### src/rtl/core/hrhc_pkg.sv
`timescale 1ns / 1ps

package hrhc_pkg;

  // Parse phases of the request head
  typedef enum logic [3:0] {
    PH_W0S   = 4'd0,
    PH_W0    = 4'd1,
    PH_W1S   = 4'd2,
    PH_W1    = 4'd3,
    PH_W2S   = 4'd4,
    PH_W2    = 4'd5,
    PH_EOL   = 4'd6,
    PH_HLINE = 4'd7,
    PH_HNAME = 4'd8,
    PH_HVAL  = 4'd9,
    PH_DONE  = 4'd10
  } phase_t;

  typedef enum logic [1:0] {
    VC_OK    = 2'd0,
    VC_BAD   = 2'd1,
    VC_NIMPL = 2'd2
  } verdict_t;

  localparam logic KIND_PATH    = 1'b0;
  localparam logic KIND_VERDICT = 1'b1;

  localparam logic [7:0] CH_TAB   = 8'h09;
  localparam logic [7:0] CH_LF    = 8'h0A;
  localparam logic [7:0] CH_VT    = 8'h0B;
  localparam logic [7:0] CH_FF    = 8'h0C;
  localparam logic [7:0] CH_CR    = 8'h0D;
  localparam logic [7:0] CH_SP    = 8'h20;
  localparam logic [7:0] CH_PCT   = 8'h25;
  localparam logic [7:0] CH_AMP   = 8'h26;
  localparam logic [7:0] CH_PLUS  = 8'h2B;
  localparam logic [7:0] CH_SLASH = 8'h2F;
  localparam logic [7:0] CH_COLON = 8'h3A;
  localparam logic [7:0] CH_EQ    = 8'h3D;

  localparam logic [2:0] GET_LEN  = 3'd3;
  localparam logic [2:0] HEAD_LEN = 3'd4;
  localparam logic [2:0] VER_LEN  = 3'd6;
  localparam logic [2:0] POS_MAX  = 3'd7;

  typedef struct packed {
    phase_t      phase;
    logic        cr_pending;
    logic [2:0]  method_pos;
    logic        is_get;
    logic        is_head;
    logic [2:0]  ver_pos;
    logic        ver_bad;
    logic        path_started;
    logic        slash_first;
    logic [1:0]  esc_phase;
    logic [3:0]  esc_hi;
    logic        dec_bad;
    logic        header_seen;
  } hrhc_state_t;

  typedef struct packed {
    logic        valid;
    logic        kind;
    logic [7:0]  path_byte;
    verdict_t    code;
    logic        is_head;
  } hrhc_result_t;

  typedef struct packed {
    hrhc_state_t  st;
    hrhc_result_t res;
  } hrhc_feed_t;

  localparam hrhc_state_t STATE_RESET = '{
    phase:        PH_W0S,
    cr_pending:   1'b0,
    method_pos:   3'd0,
    is_get:       1'b1,
    is_head:      1'b1,
    ver_pos:      3'd0,
    ver_bad:      1'b0,
    path_started: 1'b0,
    slash_first:  1'b0,
    esc_phase:    2'd0,
    esc_hi:       4'd0,
    dec_bad:      1'b0,
    header_seen:  1'b0
  };

endpackage

### src/rtl/core/hrhc_step.sv
`timescale 1ns / 1ps

module hrhc_step (
  input  hrhc_pkg::hrhc_state_t  state_i,
  input  logic [7:0]             rx_byte_i,
  input  logic                   stream_end_i,
  output hrhc_pkg::hrhc_state_t  state_o,
  output hrhc_pkg::hrhc_result_t res_o
);
  import hrhc_pkg::*;

  function automatic logic [7:0] get_char(input logic [2:0] p);
    case (p)
      3'd0:    get_char = "G";
      3'd1:    get_char = "E";
      3'd2:    get_char = "T";
      default: get_char = 8'h00;
    endcase
  endfunction

  function automatic logic [7:0] head_char(input logic [2:0] p);
    case (p)
      3'd0:    head_char = "H";
      3'd1:    head_char = "E";
      3'd2:    head_char = "A";
      3'd3:    head_char = "D";
      default: head_char = 8'h00;
    endcase
  endfunction

  function automatic logic [7:0] ver_char(input logic [2:0] p);
    case (p)
      3'd0:    ver_char = "H";
      3'd1:    ver_char = "T";
      3'd2:    ver_char = "T";
      3'd3:    ver_char = "P";
      3'd4:    ver_char = "/";
      3'd5:    ver_char = "1";
      default: ver_char = 8'h00;
    endcase
  endfunction

  // {valid, nibble}
  function automatic logic [4:0] hex_val(input logic [7:0] c);
    logic [4:0] h;
    h = 5'd0;
    if (c >= "0" && c <= "9") h = {1'b1, 4'(c - "0")};
    else if (c >= "a" && c <= "f") h = {1'b1, 4'(c - "a" + 8'd10)};
    else if (c >= "A" && c <= "F") h = {1'b1, 4'(c - "A" + 8'd10)};
    hex_val = h;
  endfunction

  function automatic hrhc_result_t mk_verdict(input hrhc_state_t s, input verdict_t code);
    hrhc_result_t r;
    r.valid     = 1'b1;
    r.kind      = KIND_VERDICT;
    r.path_byte = 8'h00;
    r.code      = code;
    r.is_head   = s.is_head && (s.method_pos == HEAD_LEN);
    mk_verdict  = r;
  endfunction

  function automatic hrhc_result_t mk_path(input logic [7:0] b);
    hrhc_result_t r;
    r.valid     = 1'b1;
    r.kind      = KIND_PATH;
    r.path_byte = b;
    r.code      = VC_OK;
    r.is_head   = 1'b0;
    mk_path     = r;
  endfunction

  // One character through the parser; word boundaries fall straight through
  // to the end-of-line check without looping.
  function automatic hrhc_feed_t feed(input hrhc_state_t s, input logic [7:0] c);
    hrhc_state_t  n;
    hrhc_result_t r;
    hrhc_feed_t   f;
    logic         blank;
    logic         space;
    logic         eol;
    logic         word;
    logic [4:0]   hv;
    n     = s;
    r     = '0;
    blank = (c == CH_SP) || (c == CH_TAB);
    space = blank || (c == CH_LF) || (c == CH_VT) || (c == CH_FF) || (c == CH_CR);
    eol   = 1'b0;
    word  = 1'b0;
    hv    = hex_val(c);

    case (s.phase)
      PH_W0S, PH_W1S, PH_W2S: begin
        if (!blank) begin
          if (space) begin
            eol = 1'b1;
          end else begin
            word = 1'b1;
            case (s.phase)
              PH_W0S:  n.phase = PH_W0;
              PH_W1S:  n.phase = PH_W1;
              default: n.phase = PH_W2;
            endcase
          end
        end
      end
      PH_W0, PH_W1, PH_W2: begin
        if (space) begin
          // unfinished escape at the end of the path
          if (s.phase == PH_W1 && s.esc_phase != 2'd0) begin
            n.dec_bad   = 1'b1;
            n.esc_phase = 2'd0;
          end
          if (blank && s.phase != PH_W2) begin
            n.phase = (s.phase == PH_W0) ? PH_W1S : PH_W2S;
          end else begin
            eol = 1'b1;
          end
        end else begin
          word = 1'b1;
        end
      end
      PH_EOL: eol = 1'b1;
      PH_HLINE: begin
        if (c == CH_LF) begin
          n.phase = PH_DONE;
          r = mk_verdict(n, VC_OK);
        end else if (blank) begin
          if (s.header_seen) begin
            n.phase = PH_HVAL;
          end else begin
            n.phase = PH_DONE;
            r = mk_verdict(n, VC_BAD);
          end
        end else if (c == CH_COLON) begin
          n.phase = PH_DONE;
          r = mk_verdict(n, VC_BAD);
        end else begin
          n.phase = PH_HNAME;
        end
      end
      PH_HNAME: begin
        if (c == CH_COLON) begin
          n.header_seen = 1'b1;
          n.phase       = PH_HVAL;
        end else if (c == CH_LF) begin
          n.phase = PH_DONE;
          r = mk_verdict(n, VC_BAD);
        end
      end
      PH_HVAL: begin
        if (c == CH_LF) n.phase = PH_HLINE;
      end
      default: ;
    endcase

    if (word) begin
      case (n.phase)
        PH_W0: begin
          if (!(n.method_pos < GET_LEN && c == get_char(n.method_pos))) n.is_get = 1'b0;
          if (!(n.method_pos < HEAD_LEN && c == head_char(n.method_pos))) n.is_head = 1'b0;
          if (n.method_pos < POS_MAX) n.method_pos = 3'(n.method_pos + 3'd1);
        end
        PH_W1: begin
          if (!n.path_started) begin
            n.path_started = 1'b1;
            n.slash_first  = (c == CH_SLASH);
          end
          if (!n.dec_bad) begin
            if (n.esc_phase == 2'd0) begin
              if (c == CH_PLUS) r = mk_path(CH_SP);
              else if (c == CH_PCT) n.esc_phase = 2'd1;
              else if (c == CH_AMP || c == CH_EQ) n.dec_bad = 1'b1;
              else r = mk_path(c);
            end else if (!hv[4]) begin
              n.dec_bad   = 1'b1;
              n.esc_phase = 2'd0;
            end else if (n.esc_phase == 2'd1) begin
              n.esc_hi    = hv[3:0];
              n.esc_phase = 2'd2;
            end else begin
              n.esc_phase = 2'd0;
              r = mk_path({n.esc_hi, hv[3:0]});
            end
          end
        end
        PH_W2: begin
          if (n.ver_pos < VER_LEN) begin
            if (c != ver_char(n.ver_pos)) n.ver_bad = 1'b1;
            n.ver_pos = 3'(n.ver_pos + 3'd1);
          end
        end
        default: ;
      endcase
    end

    if (eol) begin
      n.phase = PH_DONE;
      if (c != CH_LF) begin
        r = mk_verdict(n, VC_BAD);
      end else if (!((n.is_get && n.method_pos == GET_LEN) ||
                     (n.is_head && n.method_pos == HEAD_LEN))) begin
        r = mk_verdict(n, VC_NIMPL);
      end else if (n.ver_bad || n.ver_pos < VER_LEN) begin
        r = mk_verdict(n, VC_NIMPL);
      end else if (!n.slash_first) begin
        r = mk_verdict(n, VC_NIMPL);
      end else if (n.dec_bad) begin
        r = mk_verdict(n, VC_BAD);
      end else begin
        n.phase = PH_HLINE;
      end
    end

    f.st  = n;
    f.res = r;
    feed  = f;
  endfunction

  always_comb begin
    hrhc_state_t  t;
    hrhc_result_t r;
    hrhc_feed_t   f;
    logic         use_byte;
    t        = state_i;
    r        = '0;
    f        = '0;
    use_byte = 1'b1;
    if (stream_end_i) begin
      if (state_i.phase != PH_DONE) r = mk_verdict(state_i, VC_BAD);
      t = STATE_RESET;
    end else if (state_i.phase != PH_DONE) begin
      // resolve a held CR: folded into LF, or fed as a lone CR
      if (t.cr_pending) begin
        t.cr_pending = 1'b0;
        if (rx_byte_i == CH_LF) begin
          f        = feed(t, CH_LF);
          use_byte = 1'b0;
        end else begin
          f = feed(t, CH_CR);
        end
        t = f.st;
        r = f.res;
      end
      if (use_byte && t.phase != PH_DONE) begin
        if (rx_byte_i == CH_CR) begin
          t.cr_pending = 1'b1;
        end else begin
          f = feed(t, rx_byte_i);
          t = f.st;
          if (f.res.valid) r = f.res;
        end
      end
    end
    state_o = t;
    res_o   = r;
  end

endmodule

### config.mk
export PLATFORM = sky130hd
export DESIGN_NAME = hrhc_step
export DESIGN_NICKNAME = d
export VERILOG_FILES = /design/src/rtl/core/hrhc_pkg.sv /design/src/rtl/core/hrhc_step.sv
export SDC_FILE = /design/constraint.sdc
export NUM_CORES = 1
export LEC_CHECK = 0
export BUFFER_PORTS_ARGS = -buffer_cell sky130_fd_sc_hd__buf_4
export CORE_AREA = 8 8 60 101
export DETAILED_ROUTE_END_ITERATION = 6
export DIE_AREA = 0 0 68 109
export PLACE_DENSITY = 0.84
export SETUP_SLACK_MARGIN = 0.02
export SLEW_MARGIN = 25
export SYNTH_ARGS = -nofsm -noshare
export SYNTH_HDL_FRONTEND = slang
export SYNTH_SLANG_ARGS = --single-unit
export TNS_END_PERCENT = 50
### constraint.sdc
create_clock -name vclk -period 4.1
set_clock_uncertainty 0.2 [all_clocks]
set_input_delay 0.205 -clock vclk [all_inputs]
set_output_delay 0.205 -clock vclk [all_outputs]
set_load 0.03 [all_outputs]
==> impl_metrics.yaml <==
setup_path:
  crit_required_ns: 3.69
  cp.arrival_ns: 3.55
  slowest_stage: "a2111oi_4"
  path_buf_inv: 3
  crit_path_max_incr_delay_ns: 0.44
  crit_top_cell: "buf_4"
  worstSetupEndpointType: "output pin"
  crit_path_max_fanout: 11
  setup.worst_path.class: "in2out"
  critPathTopFamily: "compound AO/OA/AOI/OAI gates"
  path_cells: "buf_4 -> inv_1 -> ha_1 -> a32oi_2 -> a2111oi_4 -> and3_4 -> a2bb2o_2 -> a311o_1 -> and3_1 -> a22oi_2 -> o21ba_4 -> o21ai_1 -> o32ai_2 -> buf_4"
  crit_path_start_kind: "input port"
floorplanning:
  ios: 70
  initial_core_util: 0.543
  die_h_um: 109
  num_rows: 34
  coreArea_mm2: 0.00476
  die_x_um: 68
  die-area_mm2: 0.00741
global_route:
  grt_pass1_wl_um: 18900
  grt_max_degree: 28
  grt_pass1_vias: 3677
  grtUsageTotal: 0.319
  antenna_found_initial: 0
  overflow: 0
yosys:
  ys_top_cells_by_area: "nor2_1 (8.6%), ha_1 (7.7%), a21oi_1 (7.0%)"
  synth_fp_nets: 459
  yosysUniqueCellTypes: 74
  yosys-top-cells-count: "nor2_1 (59), a21oi_1 (36), nand2_1 (36)"
  synth_top_area_frac: 0.0856
  syn_area_per_cell_um2: 6.31
  netlist_instances: 410
  yosysTopAreaCell: "nor2_1"
  synth-seq-area-share: 0
  synth_most_common_cell: "nor2_1"
  synth-warning-count: 0
  syn_area_mm2: 0.00259
final_layout:
  syn2layout_area_growth_pct: 29.8
  nets: 539
  register_area_um2: 0
  diodes: 0
  nClkBuffers: 0
  drive_above_1_share: 0.268
  n_fill_cell: 394
  seq_cell_count: 0
detailed_routing:
  drt_pass1_iterations: 7
  via_per_inst: 6.93
  drc_errors: 10
  wirelength_um: 11900
  routed-via-count: 3758
  dr.first_iter.drc_count: 406
  antenna_left: 0
  wl_per_cell_um: 21.9
hold_path:
  hold_path_class: "in2out"
job:
  cap_violations: 0
sta:
  fmax_mhz: 253
  layout_setup_ws_ns: 0.142
  hold_viol: 0
  relSlewSlack: 0.605
  worst_slew_pin_slew_ns: 0.587
  maxSlewViolCount: 0
  setup_tns_ns: 0
  finalSetupViolations: 0
  fin_crit_sh: 0.965
  rsz0062_at_grt: "no"
  fin_crit_ns: 3.96
power_and_ir_drop:
  pwr-share-clk: 0
  sw_frac_of_total: 0.623
  peakVddDrop_mv: 0.0799
  p_comb_frac: 1.000
  p_int_w: 0.000129
  p_switching_w: 0.000214
  p_leak_nw: 1.41
  powerDensity_mw_per_mm2: 102
  pwr-share-seq: 0
placed_design:
  io_buffer_count: 70
  dp_hpwl_um: 9290
  place_ws_ns: 0.156
  place.gp.congestion: 1.07
run_status:
  failed_checks: "design-rule violations"
  outcome: "finished, violations left"
[through the flow]
stage	cell area (um2)	util	instances	hold WS, ns	total power (W)
after floorplan	2590	-	410	0.420	0.000202
after global placement	3300	0.693	539	0.546	0.000327
after detailed placement	3300	0.693	539	0.549	0.000330
after CTS	3300	0.693	539	0.549	0.000332
after global routing	3360	0.705	542	0.583	0.000365
final	3360	0.705	542	0.552	0.000343
[cell usage in the layout, fill, tap and decap left out, types with 3 or more instances in the layout]
cell and instances:
and3_1 8, nand2b_1 8, a21oi_1 36, a211o_1 4
or3_1 7, nand4_1 7, nand3_1 17, xnor2_1 7
o21ai_0 35, o21bai_1 3, o21a_1 3, nor3_1 10
and2_1 8, o211ai_1 4, nand2_1 36, nor3b_1 3
o22ai_1 5, o2111ai_1 4, buf_4 105, nor4_1 6
nor2b_1 4, inv_1 13, nor2_1 57, a21o_1 4
ha_1 16, a22oi_1 6
[metal layers]
layer  wire length (um)  GRT usage  part of all wire  vias to the layer above
li1                   -          -                 -                     1718
met1               4170      0.346              0.35                     1703
met2               6030      0.566              0.51                      259
met3                807     0.0340             0.068                       78
met4                885      0.184             0.074                        0
met5                  0          0                 0                        -
[worst paths after layout]
check / from / end / cells after the start / slack, ns
max: state_i[18] / res_o[1] / 14 / 0.14
min: state_i[15] / state_o[15] / 3 / 0.55
[timing repair]
| item | 4_1_cts | 5_1_grt |
|---|---|---|
| setup buffers | 0 | 3 |
| endpoints found under the setup margin | 0 | 17 |
| hold buffers | 0 | 0 |
| resized for setup | 0 | 9 |
[cell type report]
type	instances	area (um2)	area share
inverters	13	48.8	0.0145
multi-input cells	370	2450	0.731
repair buffers	105	788	0.235
well taps	54	67.6	0.0201
[cells by family (layout without fill, tap and decap cells)]
family	after synthesis	in the layout	synth area share
buffers and inverters	40	118	0.0682
AND/OR/NAND/NOR	191	191	0.389
XOR/XNOR	9	9	0.0305
AO/OA/AOI/OAI	152	152	0.427
multiplexers	2	2	0.00774
adder cells (fa/ha/maj)	16	16	0.0774
[power groups by stage]
stage / sequential [W] / combinational, W / clock, W
2_1_floorplan: 0 / 0.000202 / 0
3_3_place_gp: 0 / 0.000327 / 0
3_5_place_dp: 0 / 0.000330 / 0
4_1_cts: 0 / 0.000332 / 0
5_1_grt: 0 / 0.000365 / 0
6_report: 0 / 0.000343 / 0
[worst min-delay path: stages]
cell,delay [ns]
buf_4,0.09
a21o_1,0.10
buf_4,0.15
Note: power is estimated with default switching activity, not from simulation.
